===== src/hw/rtl/modexp_pkg.sv =====
// shared constants, codes and control types for the modular exponentiation block
`default_nettype none
package modexp_pkg;
   localparam int LIMB_COUNT    = 4;
   localparam int LIMB_WIDTH    = 64;
   localparam int WORD_WIDTH    = LIMB_COUNT * LIMB_WIDTH;
   localparam int EXPONENT_BITS = 256;
   localparam int INDEX_WIDTH   = $clog2(LIMB_COUNT);
   localparam int STEP_WIDTH    = $clog2(WORD_WIDTH);
   localparam int BIT_WIDTH     = $clog2(EXPONENT_BITS);

   localparam logic [LIMB_WIDTH-1:0] MOD_RESET_LIMB_0 = 64'h0000_0000_0002_ff7f;
   localparam logic [LIMB_WIDTH-1:0] MOD_RESET_LIMB_1 = 64'h0;
   localparam logic [LIMB_WIDTH-1:0] MOD_RESET_LIMB_2 = 64'h0;
   localparam logic [LIMB_WIDTH-1:0] MOD_RESET_LIMB_3 = 64'h8000_0000_0000_0000;

   localparam logic [1:0] CMD_LOAD_BASE = 2'd0;
   localparam logic [1:0] CMD_LOAD_EXP  = 2'd1;
   localparam logic [1:0] CMD_COMPUTE   = 2'd2;

   localparam logic [1:0] ASEL_BASE = 2'd0;
   localparam logic [1:0] ASEL_ACC  = 2'd1;
   localparam logic [1:0] ASEL_SQ   = 2'd2;

   typedef struct packed {
      logic                   load_base;
      logic                   load_exp;
      logic                   init;
      logic                   mul_start;
      logic                   mul_step;
      logic                   write_back;
      logic                   wr_acc;
      logic                   b_one;
      logic                   exp_shift;
      logic [1:0]             a_sel;
      logic [INDEX_WIDTH-1:0] limb_sel;
   } dp_cmd_type;

   typedef struct packed {
      logic zero_mod;
      logic exp_bit;
   } dp_status_type;
endpackage
`default_nettype wire


===== src/hw/rtl/modexp_ctrl.sv =====
// sequencer for loads, square-and-multiply passes and result output
`default_nettype none
module modexp_ctrl (
   input  wire                                 clock,
   input  wire                                 reset,
   input  wire                                 req_valid,
   input  wire  [1:0]                          req_cmd,
   output logic                                req_ready,
   input  wire                                 rsp_ready,
   output logic                                rsp_valid,
   output logic [modexp_pkg::INDEX_WIDTH-1:0]  rsp_index,
   output logic                                rsp_last,
   output logic                                rsp_error,
   output modexp_pkg::dp_cmd_type              dp_cmd,
   input  modexp_pkg::dp_status_type           dp_status
);
   import modexp_pkg::*;

   localparam logic [2:0] S_IDLE   = 3'd0;
   localparam logic [2:0] S_RUN    = 3'd1;
   localparam logic [2:0] S_WRITE  = 3'd2;
   localparam logic [2:0] S_DECIDE = 3'd3;
   localparam logic [2:0] S_OUT    = 3'd4;

   localparam logic [1:0] PH_BASE = 2'd0;
   localparam logic [1:0] PH_ACC  = 2'd1;
   localparam logic [1:0] PH_SQ   = 2'd2;

   logic [2:0]             state_ff, state_in;
   logic [1:0]             phase_ff, phase_in;
   logic [STEP_WIDTH-1:0]  step_ff, step_in;
   logic [BIT_WIDTH-1:0]   bit_ff, bit_in;
   logic [INDEX_WIDTH-1:0] index_ff, index_in;
   logic                   error_ff, error_in;

   assign req_ready = (state_ff == S_IDLE);
   assign rsp_valid = (state_ff == S_OUT);
   assign rsp_index = index_ff;
   assign rsp_last  = (index_ff == INDEX_WIDTH'(LIMB_COUNT - 1));
   assign rsp_error = error_ff;

   always_comb begin
      state_in = state_ff;
      phase_in = phase_ff;
      step_in  = step_ff;
      bit_in   = bit_ff;
      index_in = index_ff;
      error_in = error_ff;
      dp_cmd          = '0;
      dp_cmd.b_one    = (phase_ff == PH_BASE);
      dp_cmd.wr_acc   = (phase_ff == PH_ACC);
      dp_cmd.limb_sel = index_ff;
      unique case (state_ff)
         S_IDLE: begin
            if (req_valid) begin
               unique case (req_cmd)
                  CMD_LOAD_BASE: dp_cmd.load_base = 1'b1;
                  CMD_LOAD_EXP:  dp_cmd.load_exp = 1'b1;
                  CMD_COMPUTE: begin
                     dp_cmd.init = 1'b1;
                     error_in    = dp_status.zero_mod;
                     index_in    = '0;
                     bit_in      = '0;
                     if (dp_status.zero_mod) begin
                        state_in = S_OUT;
                     end else begin
                        // reduce the base first: base * 1 mod m into the square
                        phase_in         = PH_BASE;
                        dp_cmd.mul_start = 1'b1;
                        dp_cmd.a_sel     = ASEL_BASE;
                        step_in          = '0;
                        state_in         = S_RUN;
                     end
                  end
                  default: ;
               endcase
            end
         end
         S_RUN: begin
            dp_cmd.mul_step = 1'b1;
            step_in         = step_ff + 1'b1;
            if (step_ff == STEP_WIDTH'(WORD_WIDTH - 1)) begin
               state_in = S_WRITE;
            end
         end
         S_WRITE: begin
            dp_cmd.write_back = 1'b1;
            if (phase_ff == PH_SQ) begin
               dp_cmd.exp_shift = 1'b1;
               bit_in           = bit_ff + 1'b1;
               state_in = (bit_ff == BIT_WIDTH'(EXPONENT_BITS - 1)) ? S_OUT : S_DECIDE;
            end else begin
               state_in = S_DECIDE;
            end
         end
         S_DECIDE: begin
            dp_cmd.mul_start = 1'b1;
            step_in          = '0;
            state_in         = S_RUN;
            if (phase_ff != PH_ACC && dp_status.exp_bit) begin
               phase_in     = PH_ACC;
               dp_cmd.a_sel = ASEL_ACC;
            end else begin
               phase_in     = PH_SQ;
               dp_cmd.a_sel = ASEL_SQ;
            end
         end
         S_OUT: begin
            if (rsp_ready) begin
               if (index_ff == INDEX_WIDTH'(LIMB_COUNT - 1)) begin
                  state_in = S_IDLE;
               end else begin
                  index_in = index_ff + 1'b1;
               end
            end
         end
         default: state_in = S_IDLE;
      endcase
   end

   always_ff @(posedge clock) begin
      if (reset) begin
         state_ff <= S_IDLE;
         phase_ff <= PH_BASE;
         step_ff  <= '0;
         bit_ff   <= '0;
         index_ff <= '0;
         error_ff <= 1'b0;
      end else begin
         state_ff <= state_in;
         phase_ff <= phase_in;
         step_ff  <= step_in;
         bit_ff   <= bit_in;
         index_ff <= index_in;
         error_ff <= error_in;
      end
   end
endmodule
`default_nettype wire


===== config.mk =====
export PLATFORM = sky130hd
export DESIGN_NAME = modexp_ctrl
export DESIGN_NICKNAME = d
export VERILOG_FILES = /design/src/hw/rtl/modexp_pkg.sv /design/src/hw/rtl/modexp_ctrl.sv
export SDC_FILE = /design/constraint.sdc
export NUM_CORES = 1
export LEC_CHECK = 0
export BUFFER_PORTS_ARGS = -buffer_cell sky130_fd_sc_hd__clkbuf_2
export CAP_MARGIN = 15
export CORE_UTILIZATION = 50
export CTS_CLUSTER_DIAMETER = 150
export DETAILED_ROUTE_END_ITERATION = 8
export GPL_TIMING_DRIVEN = 0
export PLACE_DENSITY = 0.79
export SLEW_MARGIN = 30
export SYNTH_ARGS = -nofsm -noshare
export SYNTH_HDL_FRONTEND = slang
export SYNTH_SLANG_ARGS = --single-unit
export TNS_END_PERCENT = 20

===== constraint.sdc =====
create_clock -name clock -period 2 [get_ports clock]
set_input_delay 0.3 -clock clock [delete_from_list [all_inputs] [get_ports clock]]
set_output_delay 0.3 -clock clock [all_outputs]
set_load 0.01 [all_outputs]

Word level (Yosys, flattened, before mapping)
Cells that the tools add are included.
{"block": "totals", "input_bits": 8, "elab_cells": 82, "reg_bits": 24, "out_inout_bits": 19}
{"block": "op_classes", "mux": 39, "addsub": 3, "n_reduce_logical": 14, "n_eq_ne": 20}
{"op": "8-bit 2-to-1 mux", "count": 6}
{"op": "3-bit 2-to-1 mux", "count": 9}
{"op": "8-bit case mux with 3 select lines", "count": 1}
{"op": "2-bit 2-to-1 mux", "count": 10}
{"op": "8-bit by 1-bit adder with 8-bit output (second input constant)", "count": 2}
{"op": "8-bit == test (second input constant)", "count": 2}
{"op": "8-bit case mux with 2 select lines", "count": 1}
{"op": "3-bit case mux with 5 select lines", "count": 1}
{"op": "2-bit inequality test (second input constant)", "count": 6}
{"op": "4-bit AND reduction", "count": 3}
{"op": "5-bit AND reduction", "count": 2}
{"op": "2-bit case mux with 2 select lines", "count": 2}
{"op": "1-bit 2-to-1 mux", "count": 7}
{"op": "2-bit == test (second input constant)", "count": 3}
{"op": "3-bit by 2-bit == test with 1-bit output (second input constant)", "count": 2}
{"op": "2-bit by 1-bit inequality test with 1-bit output (second input constant)", "count": 3}
{"op": "2-bit nonzero test", "count": 3}
{"op": "2-bit by 1-bit == test with 1-bit output (second input constant)", "count": 2}
{"op": "2-bit zero test", "count": 2}
{"op": "4-bit 2-to-1 mux", "count": 1}
{"op": "3-bit by 1-bit == test with 1-bit output (second input constant)", "count": 1}
{"op": "3-bit == test (second input constant)", "count": 1}
{"op": "3-bit zero test", "count": 1}
{"op": "3-bit AND reduction", "count": 1}
{"op": "4 further kinds", "count": 4}

Depth between registers and ports, before layout
Gate-level depths: netlist of the first run.
{"block": "depth", "depth_word": 4, "depth_mapped": 6}

Least setup slack after synthesis of the first run
No wires, ideal clock.
{"block": "synth_path", "path_kind": "reg-to-reg", "from": "register state_ff[1]", "to": "register bit_ff[6]", "path_stages_with_launch": 6, "path_slack_ns": 0.261, "arrival_ns": 1.670, "n_path_buf": 1, "required_time_ns": 1.930, "path_cell_list": "dfxtp_1 nor3b_4 a22oi_2 buf_6 or4_1 a21oi_1"}
{"block": "synth_between", "elab_chain_cells": 3, "word_cells_on_any_way": 8, "classes_between": "eq/ne: 4; mux: 1; reduce/logical: 3"}
{"item": "start, declared", "line": "modexp_ctrl.sv:29", "source": "logic [2:0] state_ff, state_in;"}
{"item": "start signal, assigned", "line": "modexp_ctrl.sv:130", "source": "state_ff <= state_in;"}
{"item": "3-bit by 2-bit == test with 1-bit output or 3-bit zero test (tied branches)", "line": "modexp_ctrl.sv:53", "source": "unique case (state_ff)"}
{"item": "2-bit inequality test (no line) (tied with other cells)"}
{"item": "4-bit AND reduction (no line)"}
{"item": "end signal, assigned", "line": "modexp_ctrl.sv:133", "source": "bit_ff <= bit_in;"}
{"item": "end, declared", "line": "modexp_ctrl.sv:32", "source": "logic [BIT_WIDTH-1:0] bit_ff, bit_in;"}
Parallel ways exist; a longest one is shown, timed or not.
A chain may end at the register's enable or synchronous reset.

Worst setup path after layout of the first run
{"block": "layout_path", "from": "register state_ff[2]", "to": "output port rsp_valid"}
{"block": "layout_between", "elab_chain_cells": 1}
{"item": "3-bit == test", "line": "modexp_ctrl.sv:37", "source": "assign rsp_valid = (state_ff == S_OUT);"}
{"item": "end, declared", "line": "modexp_ctrl.sv:10", "source": "output logic rsp_valid,"}
Every way passes these cells.

==> results of run 1 <==
## worst max path at each step
stage / endpoint / cells past startpoint
5_1_grt: dp_cmd[8] / 3
3_3_place_gp: step_ff[4] / 6
6_report: rsp_valid / 4
3_5_place_dp: step_ff[4] / 6
2_1_floorplan: bit_ff[6] / 5
4_1_cts: rsp_valid / 4
## state kept, by name (all words and copies together) (netlist names)
name and count:
state_ff 3, phase_ff 2, bit_ff 8, rsp_error 1, step_ff 8, rsp_index 2
## worst register-to-register path, stage by stage (launching register included)
cell and delay [ns]:
dfxtp_1 0.33, clkbuf_4 0.18, nor3b_4 0.33, a22oi_2 0.13
buf_6 0.16, or4_1 0.49, a21oi_1 0.14
## cell usage in the layout, fill, tap and decap left out, drive strengths merged, types with 7 or more instances in the layout
cell type,instances
nand2,7
nand3,7
dfxtp,24
nor2,12
o31ai,8
or4,7
clkbuf,34
o21ai,9
a21oi,19
## power by group through the flow
stage / combinational [uW] / clock (uW) / sequential (uW)
after floorplan: 99.7 / 0 / 502
after global placement: 140 / 0 / 502
after detailed placement: 146 / 0 / 503
after CTS: 146 / 264 / 492
after global routing: 166 / 283 / 494
final: 153 / 262 / 492
## metrics by stage
stage | instance area, sq um | cells | power (uW) | util
final | 1513 | 212 | 907.4 | 0.6162
after global routing | 1513 | 212 | 943.1 | 0.6162
after CTS | 1499 | 211 | 901.7 | 0.6106
after detailed placement | 1463 | 207 | 648.3 | 0.5958
after global placement | 1463 | 207 | 641.9 | 0.5958
after floorplan | 1295 | 151 | 601.7 | -
## layer usage
layer | global-route usage | vias to the layer above
li1 | - | 621
met1 | 0.2570 | 589
met2 | 0.4072 | 22
met3 | 0.03448 | 2
met4 | 0.07895 | 0
met5 | 0 | -
## cells by family (layout without fill, tap and decap cells)
| group | Yosys count | after routing |
|---|---|---|
| and+or+nand+nor | 63 | 64 |
| AOI/OAI and AO/OA | 43 | 43 |
| DFF | 24 | 24 |
| buffers and inverters | 14 | 44 |
| adders and majority gates | 3 | 3 |
| xor gates and xnor gates | 2 | 2 |
| muxes | 2 | 2 |
## final cells by class
type	instances	area [sq um]
Buffer	8	56.30
Timing Repair Buffer	26	130.1
Inverter	6	22.52
Tap cell	30	37.54
Multi-Input combinational cell	114	748.2
Sequential cell	24	481.7
Fill cell	216	942.2
Clock buffer	4	36.28
==> impl_metrics.ini, run 1 <==
[status]
outcome = finished clean

[timing]
finalSetupTns_ns = 0
grt_setup_unrepaired = false
tightest_slew_ns = 0.5880
finalHoldViolCount = 0
period_minus_slack_ns = 1.911
skew_ns = 0.005325
fin_crit_sh = 0.9555
setup_violations = 0
hold_ws_ns = 0.2801
finalWorstSetupSlack_ns = 0.08896
max_freq_ghz = 0.5233
slew-limit-headroom = 0.6071
slew_viol_final = 0

[die]
rows = 18
dieArea_sq_um = 2797
die_h_um = 52.89
dieWidth_um = 52.89
coreArea_sq_um = 2455
start_util = 0.5275
ioPinCount = 27

[clocking]
cts.sinks = 24
tritoncts = done
numCtsBuffers = 3
clock_latency_ns = 0.32
post_cts_buffers = 0
clk_pin_slew_ns = 0.14
ctsHoldBuffers = 0
clockRootBuffer = clkbuf_4
cts_resized = 0
htreeDepth = 1
clock_path_buffers = 2

[placement]
post-dp-hpwl_um = 2226
dpl_worst_slack_ns = 0.1003
port_buffers = 26
gp_congestion = 0.7464

[yosys]
synthDistinctLibCells = 42
yosys.area_share.simple = 0.3092
synth_top_family_by_area = simple AND/OR/NAND/NOR gates
synthesis.nets = 162
synth.area.top_cells = dfxtp_1 (37%), a21oi_1 (7.3%), o31ai_1 (4.6%)
synth-edff-count = 0
synth_seq_area_share = 0.3710
yosys.area.top_type_share = 0.3710
syn_area_sq_um = 1295
ys_warn_count = 0
async_reset_ff_frac = 0
synthAdderAreaFrac = 0.02899
synth_most_common_cell = dfxtp_1
yosysTopAreaCell = dfxtp_1
syn_avg_cell_area_sq_um = 8.576
synth_compound_area_frac = 0.2029
muxShareOfSynthArea = 0.01546
synth_ff_type = dfxtp_1
ys_seq_elements = 24
netlist_top_cells_count = dfxtp_1 (24), a21oi_1 (19), nor2_1 (12)
synth_xor_area_frac = 0.01353
synthCells = 151

[route]
wl_met2_um = 1493
drc = 0
via_per_inst = 5.821
highest_layer = met4
routedWlPerCell_um = 13.83
drt-met1-wl_um = 1315
drt_wl_total_um = 2933
route.met3.wl_um = 107
ant_nets = 0
vias = 1234
first_pass_iters = 4
drt-initial-drc-count = 23

[pwr]
pwr-share-clk = 0.289
seqPwrFrac = 0.543
combPwrFrac = 0.168
p_leak_uw = 0.0005894
p_switching_uw = 248.2
p_sw_frac = 0.2735
p_int_uw = 659.2
power_density_nw_per_um2 = 599.9
ir_worst_vdd_v = 0.0004650

[worst_hold_path]
whs_path_depth = 3
hp-start = rsp_ready
holdPathEnd = rsp_index[1]
hold_class = primary input to flip-flop

[critical_path]
r2r_cells = 6
critPathKind = flip-flop to output port
required_ns = 1.70
crit_chain = clkbuf_4 -> or3b_2 -> inv_1 -> clkbuf_2
crit_fanout = 8
critical_path_arrival_ns = 1.61
worstReg2RegEnd = bit_ff[6]
startpoint_type = flip-flop
critPathMaxStageDelay_ns = 0.51
crit_start = state_ff[2]
cp_top_family = simple AND/OR/NAND/NOR gates
rr_startpoint = state_ff[2]
cp_num_buf_inv = 3
r2r_slack_ns = 0.18
cp-end-kind = output port
cpMaxStageDelayCell = or3b_2

[global_routing]
grt_util_all_layers = 0.2224
grt_overflow_total = 0
grt_pass1_wl_um = 4616
grt_max_degree = 14
grt_pass1_vias = 1081
antenna_found_initial = 0

[cells_and_area]
nets = 194
drive_above_1_share = 0.2582
antenna_cells = 0
areaGrowthSynthToFinish_pct = 16.81

[job]
drv_cap = 0
Power figures use the tool's default switching activity.
==> run 2: changes to the inputs <==
--- a/config.mk
+++ b/config.mk
@@ -7,11 +7,13 @@
 export LEC_CHECK = 0
 export BUFFER_PORTS_ARGS = -buffer_cell sky130_fd_sc_hd__clkbuf_2
 export CAP_MARGIN = 15
-export CORE_UTILIZATION = 50
+export CELL_PAD_IN_SITES_DETAIL_PLACEMENT = 0
+export CELL_PAD_IN_SITES_GLOBAL_PLACEMENT = 1
+export CORE_UTILIZATION = 39
 export CTS_CLUSTER_DIAMETER = 150
 export DETAILED_ROUTE_END_ITERATION = 8
 export GPL_TIMING_DRIVEN = 0
-export PLACE_DENSITY = 0.79
+export PLACE_DENSITY = 0.82
 export SLEW_MARGIN = 30
 export SYNTH_ARGS = -nofsm -noshare
 export SYNTH_HDL_FRONTEND = slang
==> run 2 against run 1 <==
Global-route usage is 4.3 points lower. Final cell count is 7.5% higher. Worst setup slack gained 0.012 ns. Flip-flop and latch count is the same. Die area grew 27%. Critical path depth increased by 3. Sequential share of layout area down 1.3 points. Design area up 4.1%. Utilization fell by 11 points. Clock-buffer cell count is 1 lower. First-iteration DRC count grew to 2.6 times the previous value. Non-clock buffer count grew 3. Critical path type is now flip-flop to flip-flop. Critical endpoint is now bit_ff[6].
==> impl_metrics.ini, run 2 (same netlist as run 1, synthesis figures left out) <==
[die]
coreArea_sq_um = 3103
rows = 20
ioPinCount = 27
start_util = 0.4173
die_h_um = 59.63
dieWidth_um = 59.63
dieArea_sq_um = 3555

[timing]
setup_violations = 0
max_freq_ghz = 0.5265
period_minus_slack_ns = 1.899
finalSetupTns_ns = 0
fin_crit_sh = 0.9496
slew-limit-headroom = 0.5659
slew_viol_final = 0
tightest_slew_ns = 0.6424
finalHoldViolCount = 0
skew_ns = 0.001981
grt_setup_unrepaired = false

[cells_and_area]
drive_above_1_share = 0.2826
areaGrowthSynthToFinish_pct = 21.64
instances_no_fill = 228
nets = 196
postLayoutCellArea_sq_um = 1575
final_cell_mix = clkbuf_2 (26), dfxtp_1 (23), a21oi_1 (18)
antenna_cells = 0
fillCellCount = 320
final_common_cell = clkbuf_2
reg_top3 = bit_ff (8), step_ff (8), state_ff (3)

[critical_path]
startpoint_type = flip-flop
required_ns = 2.27
critPathMaxStageDelay_ns = 0.49
crit_chain = clkbuf_4 -> nor3_4 -> buf_6 -> a22oi_2 -> buf_6 -> or4_1 -> a21oi_1
cpMaxStageDelayCell = or4_1
critical_path_arrival_ns = 2.16
crit_fanout = 10
critPathKind = flip-flop to flip-flop
cp-end-kind = flip-flop
crit_path_frequent_cell = buf_6

[clocking]
tritoncts = done
numCtsBuffers = 3
cts.sinks = 24
clk_pin_slew_ns = 0.14
clock_latency_ns = 0.32
htreeDepth = 1
clockRootBuffer = clkbuf_4
clock_path_buffers = 2

[pwr]
seqPwrFrac = 0.481
p_switching_uw = 254.9
p_sw_frac = 0.2493
combPwrFrac = 0.168
pwr-share-clk = 0.351
power_density_nw_per_um2 = 648.9
p_int_uw = 767.4
ir_worst_vdd_v = 0.0002612
p_leak_uw = 0.0006108

[worst_hold_path]
hold_class = primary input to flip-flop

[route]
via_per_inst = 5.325
routedWlPerCell_um = 12.50
first_pass_iters = 4
drt-initial-drc-count = 60
drc = 0
vias = 1214
ant_nets = 0
drt_wl_total_um = 2849

[global_routing]
grt_util_all_layers = 0.1793
grt_pass1_wl_um = 4899
grt_overflow_total = 0
antenna_found_initial = 0
grt_pass1_vias = 1133
grt_max_degree = 15

[job]
drv_cap = 0

[placement]
post-dp-hpwl_um = 2130
post-place-cells = 221
place_area_sq_um = 1480
port_buffers = 26
gp_congestion = 0.8334

[status]
outcome = finished clean
==> run 2: layout make-up <==
| cell class | instances | area (sq um) | area share |
|---|---|---|---|
| Clock inverter | 1 | 30.03 | 0.01906 |
| Inverter | 6 | 22.52 | 0.01430 |
| Timing Repair Buffer | 29 | 156.4 | 0.09929 |
| Multi-Input combinational cell | 113 | 750.7 | 0.4766 |
| Tap cell | 44 | 55.05 | 0.03495 |
| Clock buffer | 3 | 22.52 | 0.01430 |
| Buffer | 8 | 56.30 | 0.03574 |
| Sequential cell | 24 | 481.7 | 0.3058 |
==> run 2: worst max-delay path, delay by kind of cell (launching register included) <==
| family | cells | cell delay [ns] |
|---|---|---|
| and+or+nand+nor | 2 | 0.81 |
| DFF | 1 | 0.32 |
| AOI/OAI and AO/OA | 2 | 0.22 |
| buffers and inverters | 3 | 0.50 |
==> run 2: path summary, 6_finish.rpt <==
check	start	endpoint	slack (ns)	cells after the start
setup reg to reg	state_ff[2]	bit_ff[6]	0.10	7
setup / recovery	state_ff[2]	bit_ff[6]	0.10	7
hold reg to reg	bit_ff[1]	bit_ff[1]	0.49	2
hold / removal	rsp_ready	rsp_index[1]	0.28	3
==> run 2: repair_timing <==
item                       4_1_cts  5_1_grt
setup buffers                    0        3
resized for setup                0        7
hold buffers                     0        0
setup endpoints to repair        0       10
==> run 2: stage by stage <==
| step | util | setup WS (ns) | total power, uW | hold WS, ns |
|---|---|---|---|---|
| 3_3_place_gp | 0.4770 | 0.09602 | 644.7 | 0.4602 |
| 6_report | 0.5077 | 0.1008 | 1022 | 0.2754 |
| 5_1_grt | 0.5077 | 0.001126 | 1067 | 0.2605 |
| 3_5_place_dp | 0.4770 | 0.1033 | 649.2 | 0.4673 |
| 2_1_floorplan | - | 0.2605 | 601.7 | 0.4472 |
| 4_1_cts | 0.4940 | 0.02046 | 1005 | 0.2617 |
==> run 2: layer usage <==
metal / routed length [um] / up-vias / global-route usage / share of wire
li1: - / 628 / - / -
met1: 1299 / 561 / 0.2289 / 0.46
met2: 1426 / 21 / 0.3018 / 0.50
met3: 86 / 4 / 0.02838 / 0.030
met4: 37 / 0 / 0.06977 / 0.013
met5: 0 / - / 0 / 0
==> run 2: power by group through the flow <==
| stage | sequential, uW | clock, uW | combinational (uW) |
|---|---|---|---|
| after CTS | 492 | 365 | 147 |
| after detailed placement | 502 | 0 | 147 |
| final | 492 | 359 | 172 |
| after global placement | 502 | 0 | 143 |
| after global routing | 494 | 385 | 189 |
| after floorplan | 502 | 0 | 99.7 |
==> run 3: changes to the inputs <==
--- a/config.mk
+++ b/config.mk
@@ -10,7 +10,9 @@
 export CELL_PAD_IN_SITES_DETAIL_PLACEMENT = 0
 export CELL_PAD_IN_SITES_GLOBAL_PLACEMENT = 1
 export CORE_UTILIZATION = 39
+export CTS_BUF_LIST = sky130_fd_sc_hd__clkbuf_16
 export CTS_CLUSTER_DIAMETER = 150
+export CTS_CLUSTER_SIZE = 24
 export DETAILED_ROUTE_END_ITERATION = 8
 export GPL_TIMING_DRIVEN = 0
 export PLACE_DENSITY = 0.82
==> run 3 against run 2 <==
Sequential share of layout area fell by 0.64 points. Combinational power fell by 4%. Hold slack improved by 0.079 ns. Via count rose by 0.82%. Design area rose by 2.1%. Fmax rose by 0.31%. Register-to-register slack improved by 0.04 ns. Largest power group is now clock. Highest routed layer unchanged.
==> impl_metrics.ini, run 3 (same netlist as run 1, synthesis figures left out) <==
[status]
outcome = finished clean

[timing]
skew_ns = 0.001783
tightest_slew_ns = 0.6271
grt_setup_unrepaired = false
max_freq_ghz = 0.5281
setup_violations = 0
period_minus_slack_ns = 1.893
fin_crit_sh = 0.9467
finalSetupTns_ns = 0
slew_viol_final = 0
finalHoldViolCount = 0
slew-limit-headroom = 0.5810

[cells_and_area]
reg_top3 = bit_ff (8), step_ff (8), state_ff (3)
nets = 196
drive_above_1_share = 0.2663
final_common_cell = clkbuf_2
antenna_cells = 0
instances_no_fill = 228
areaGrowthSynthToFinish_pct = 24.25
fin_util = 0.5185
final_cell_mix = clkbuf_2 (27), dfxtp_1 (23), a21oi_1 (19)

[global_routing]
grt_util_all_layers = 0.1811
grt_overflow_total = 0
grt_max_degree = 15
antenna_found_initial = 0
grt_pass1_vias = 1131
grt_pass1_wl_um = 4954

[job]
drv_cap = 0

[route]
drc = 0
drt-initial-drc-count = 48
ant_nets = 0
via_per_inst = 5.368
vias = 1224
first_pass_iters = 4
routedWlPerCell_um = 12.83
drt_wl_total_um = 2926

[placement]
post-dp-hpwl_um = 2130
gp_congestion = 0.8334
port_buffers = 26
post-place-cells = 221

[critical_path]
crit_chain = clkbuf_2 -> nor3_4 -> nor4bb_1 -> clkbuf_2
required_ns = 1.70
critical_path_arrival_ns = 1.59
cp_num_buf_inv = 2
rr_startpoint = state_ff[2]
r2r_slack_ns = 0.14
r2r_cells = 6
startpoint_type = flip-flop
critPathMaxStageDelay_ns = 0.35
cp_top_family = simple AND/OR/NAND/NOR gates
cp-end-kind = output port
critPathKind = flip-flop to output port
worstReg2RegEnd = step_ff[4]
crit_fanout = 8
cpMaxStageDelayCell = nor3_4
crit_path_frequent_cell = clkbuf_2

[clocking]
htreeDepth = 1
clockRootBuffer = clkbuf_16
clk_pin_slew_ns = 0.06
cts.sinks = 24
ctsHoldBuffers = 0
clock_latency_ns = 0.26
numCtsBuffers = 3
clock_path_buffers = 2
tritoncts = done

[die]
rows = 20
dieWidth_um = 59.63
coreArea_sq_um = 3103
ioPinCount = 27
start_util = 0.4173
dieArea_sq_um = 3555
die_h_um = 59.63

[pwr]
ir_worst_vdd_v = 0.0003052
power_density_nw_per_um2 = 766.3
p_leak_uw = 0.0006291

[worst_hold_path]
hp-start = rsp_ready
hold_class = primary input to flip-flop
whs_path_depth = 3
holdPathEnd = rsp_index[1]
-- run 3: cell counts in the layout (fill, tap and decap cells not counted) --
Identical to the previous run, type by type.
-- run 3: power by group --
group / leakage (uW) / total [uW] / switching [uW] / internal (uW)
Sequential: 0.000194 / 492 / 5.58 / 486
Clock: 0.0000511 / 576 / 178 / 398
Combinational: 0.000384 / 165 / 92.8 / 72.4
Total: 0.000629 / 1230 / 277 / 956
-- run 3: metal layers --
metal	vias up	global-route usage	wire, um
li1	625	-	-
met1	581	0.2316	1364
met2	16	0.3162	1484
met3	2	0.02620	59
met4	0	0.04983	19
met5	-	0	0
-- run 3: final cells by class --
cell class	count	area, sq um
clock buffers	3	75.07
fillers	323	1494
clock inverters	1	30.03
multi-input cells	113	738.2
inverters	6	22.52
repair buffers	29	152.6
plain buffers	8	53.80
well taps	44	55.05
flip-flops and latches	24	481.7
-- run 3: stage by stage --
| step | total power [uW] | cell area, sq um | hold WS (ns) | setup slack (ns) |
|---|---|---|---|---|
| floorplan | 601.7 | 1295 | 0.4472 | 0.2605 |
| global placement | 644.7 | 1480 | 0.4602 | 0.09602 |
| detailed placement | 649.2 | 1480 | 0.4673 | 0.1033 |
| CTS | 1221 | 1585 | 0.3469 | 0.1089 |
| global route | 1274 | 1609 | 0.3518 | 0.001043 |
| finish | 1233 | 1609 | 0.3540 | 0.1066 |
-- run 3: timing repair --
| action | 4_1_cts | 5_1_grt |
|---|---|---|
| setup endpoints to repair | 0 | 3 |
| buffers inserted | 0 | 3 |
| hold endpoints to repair | 0 | 0 |
| resized for setup | 0 | 1 |
-- run 3: worst max path at each step --
stage	start	end	slack, ns	cells past startpoint
global route	state_ff[2]	step_ff[4]	0.001	6
finish	state_ff[2]	dp_cmd[12]	0.11	4
detailed placement	dp_status[1]	step_ff[4]	0.10	6
CTS	state_ff[1]	bit_ff[6]	0.11	5
global placement	dp_status[1]	step_ff[4]	0.1	6
floorplan	state_ff[1]	bit_ff[6]	0.26	5
-- run 3: worst register-to-register path, stage by stage (launching register included) --
cell and delay, ns:
dfxtp_1 0.30, clkbuf_2 0.18, nor3_4 0.36, a21oi_1 0.20, clkbuf_1 0.24, or3_1 0.38
a21oi_1 0.13
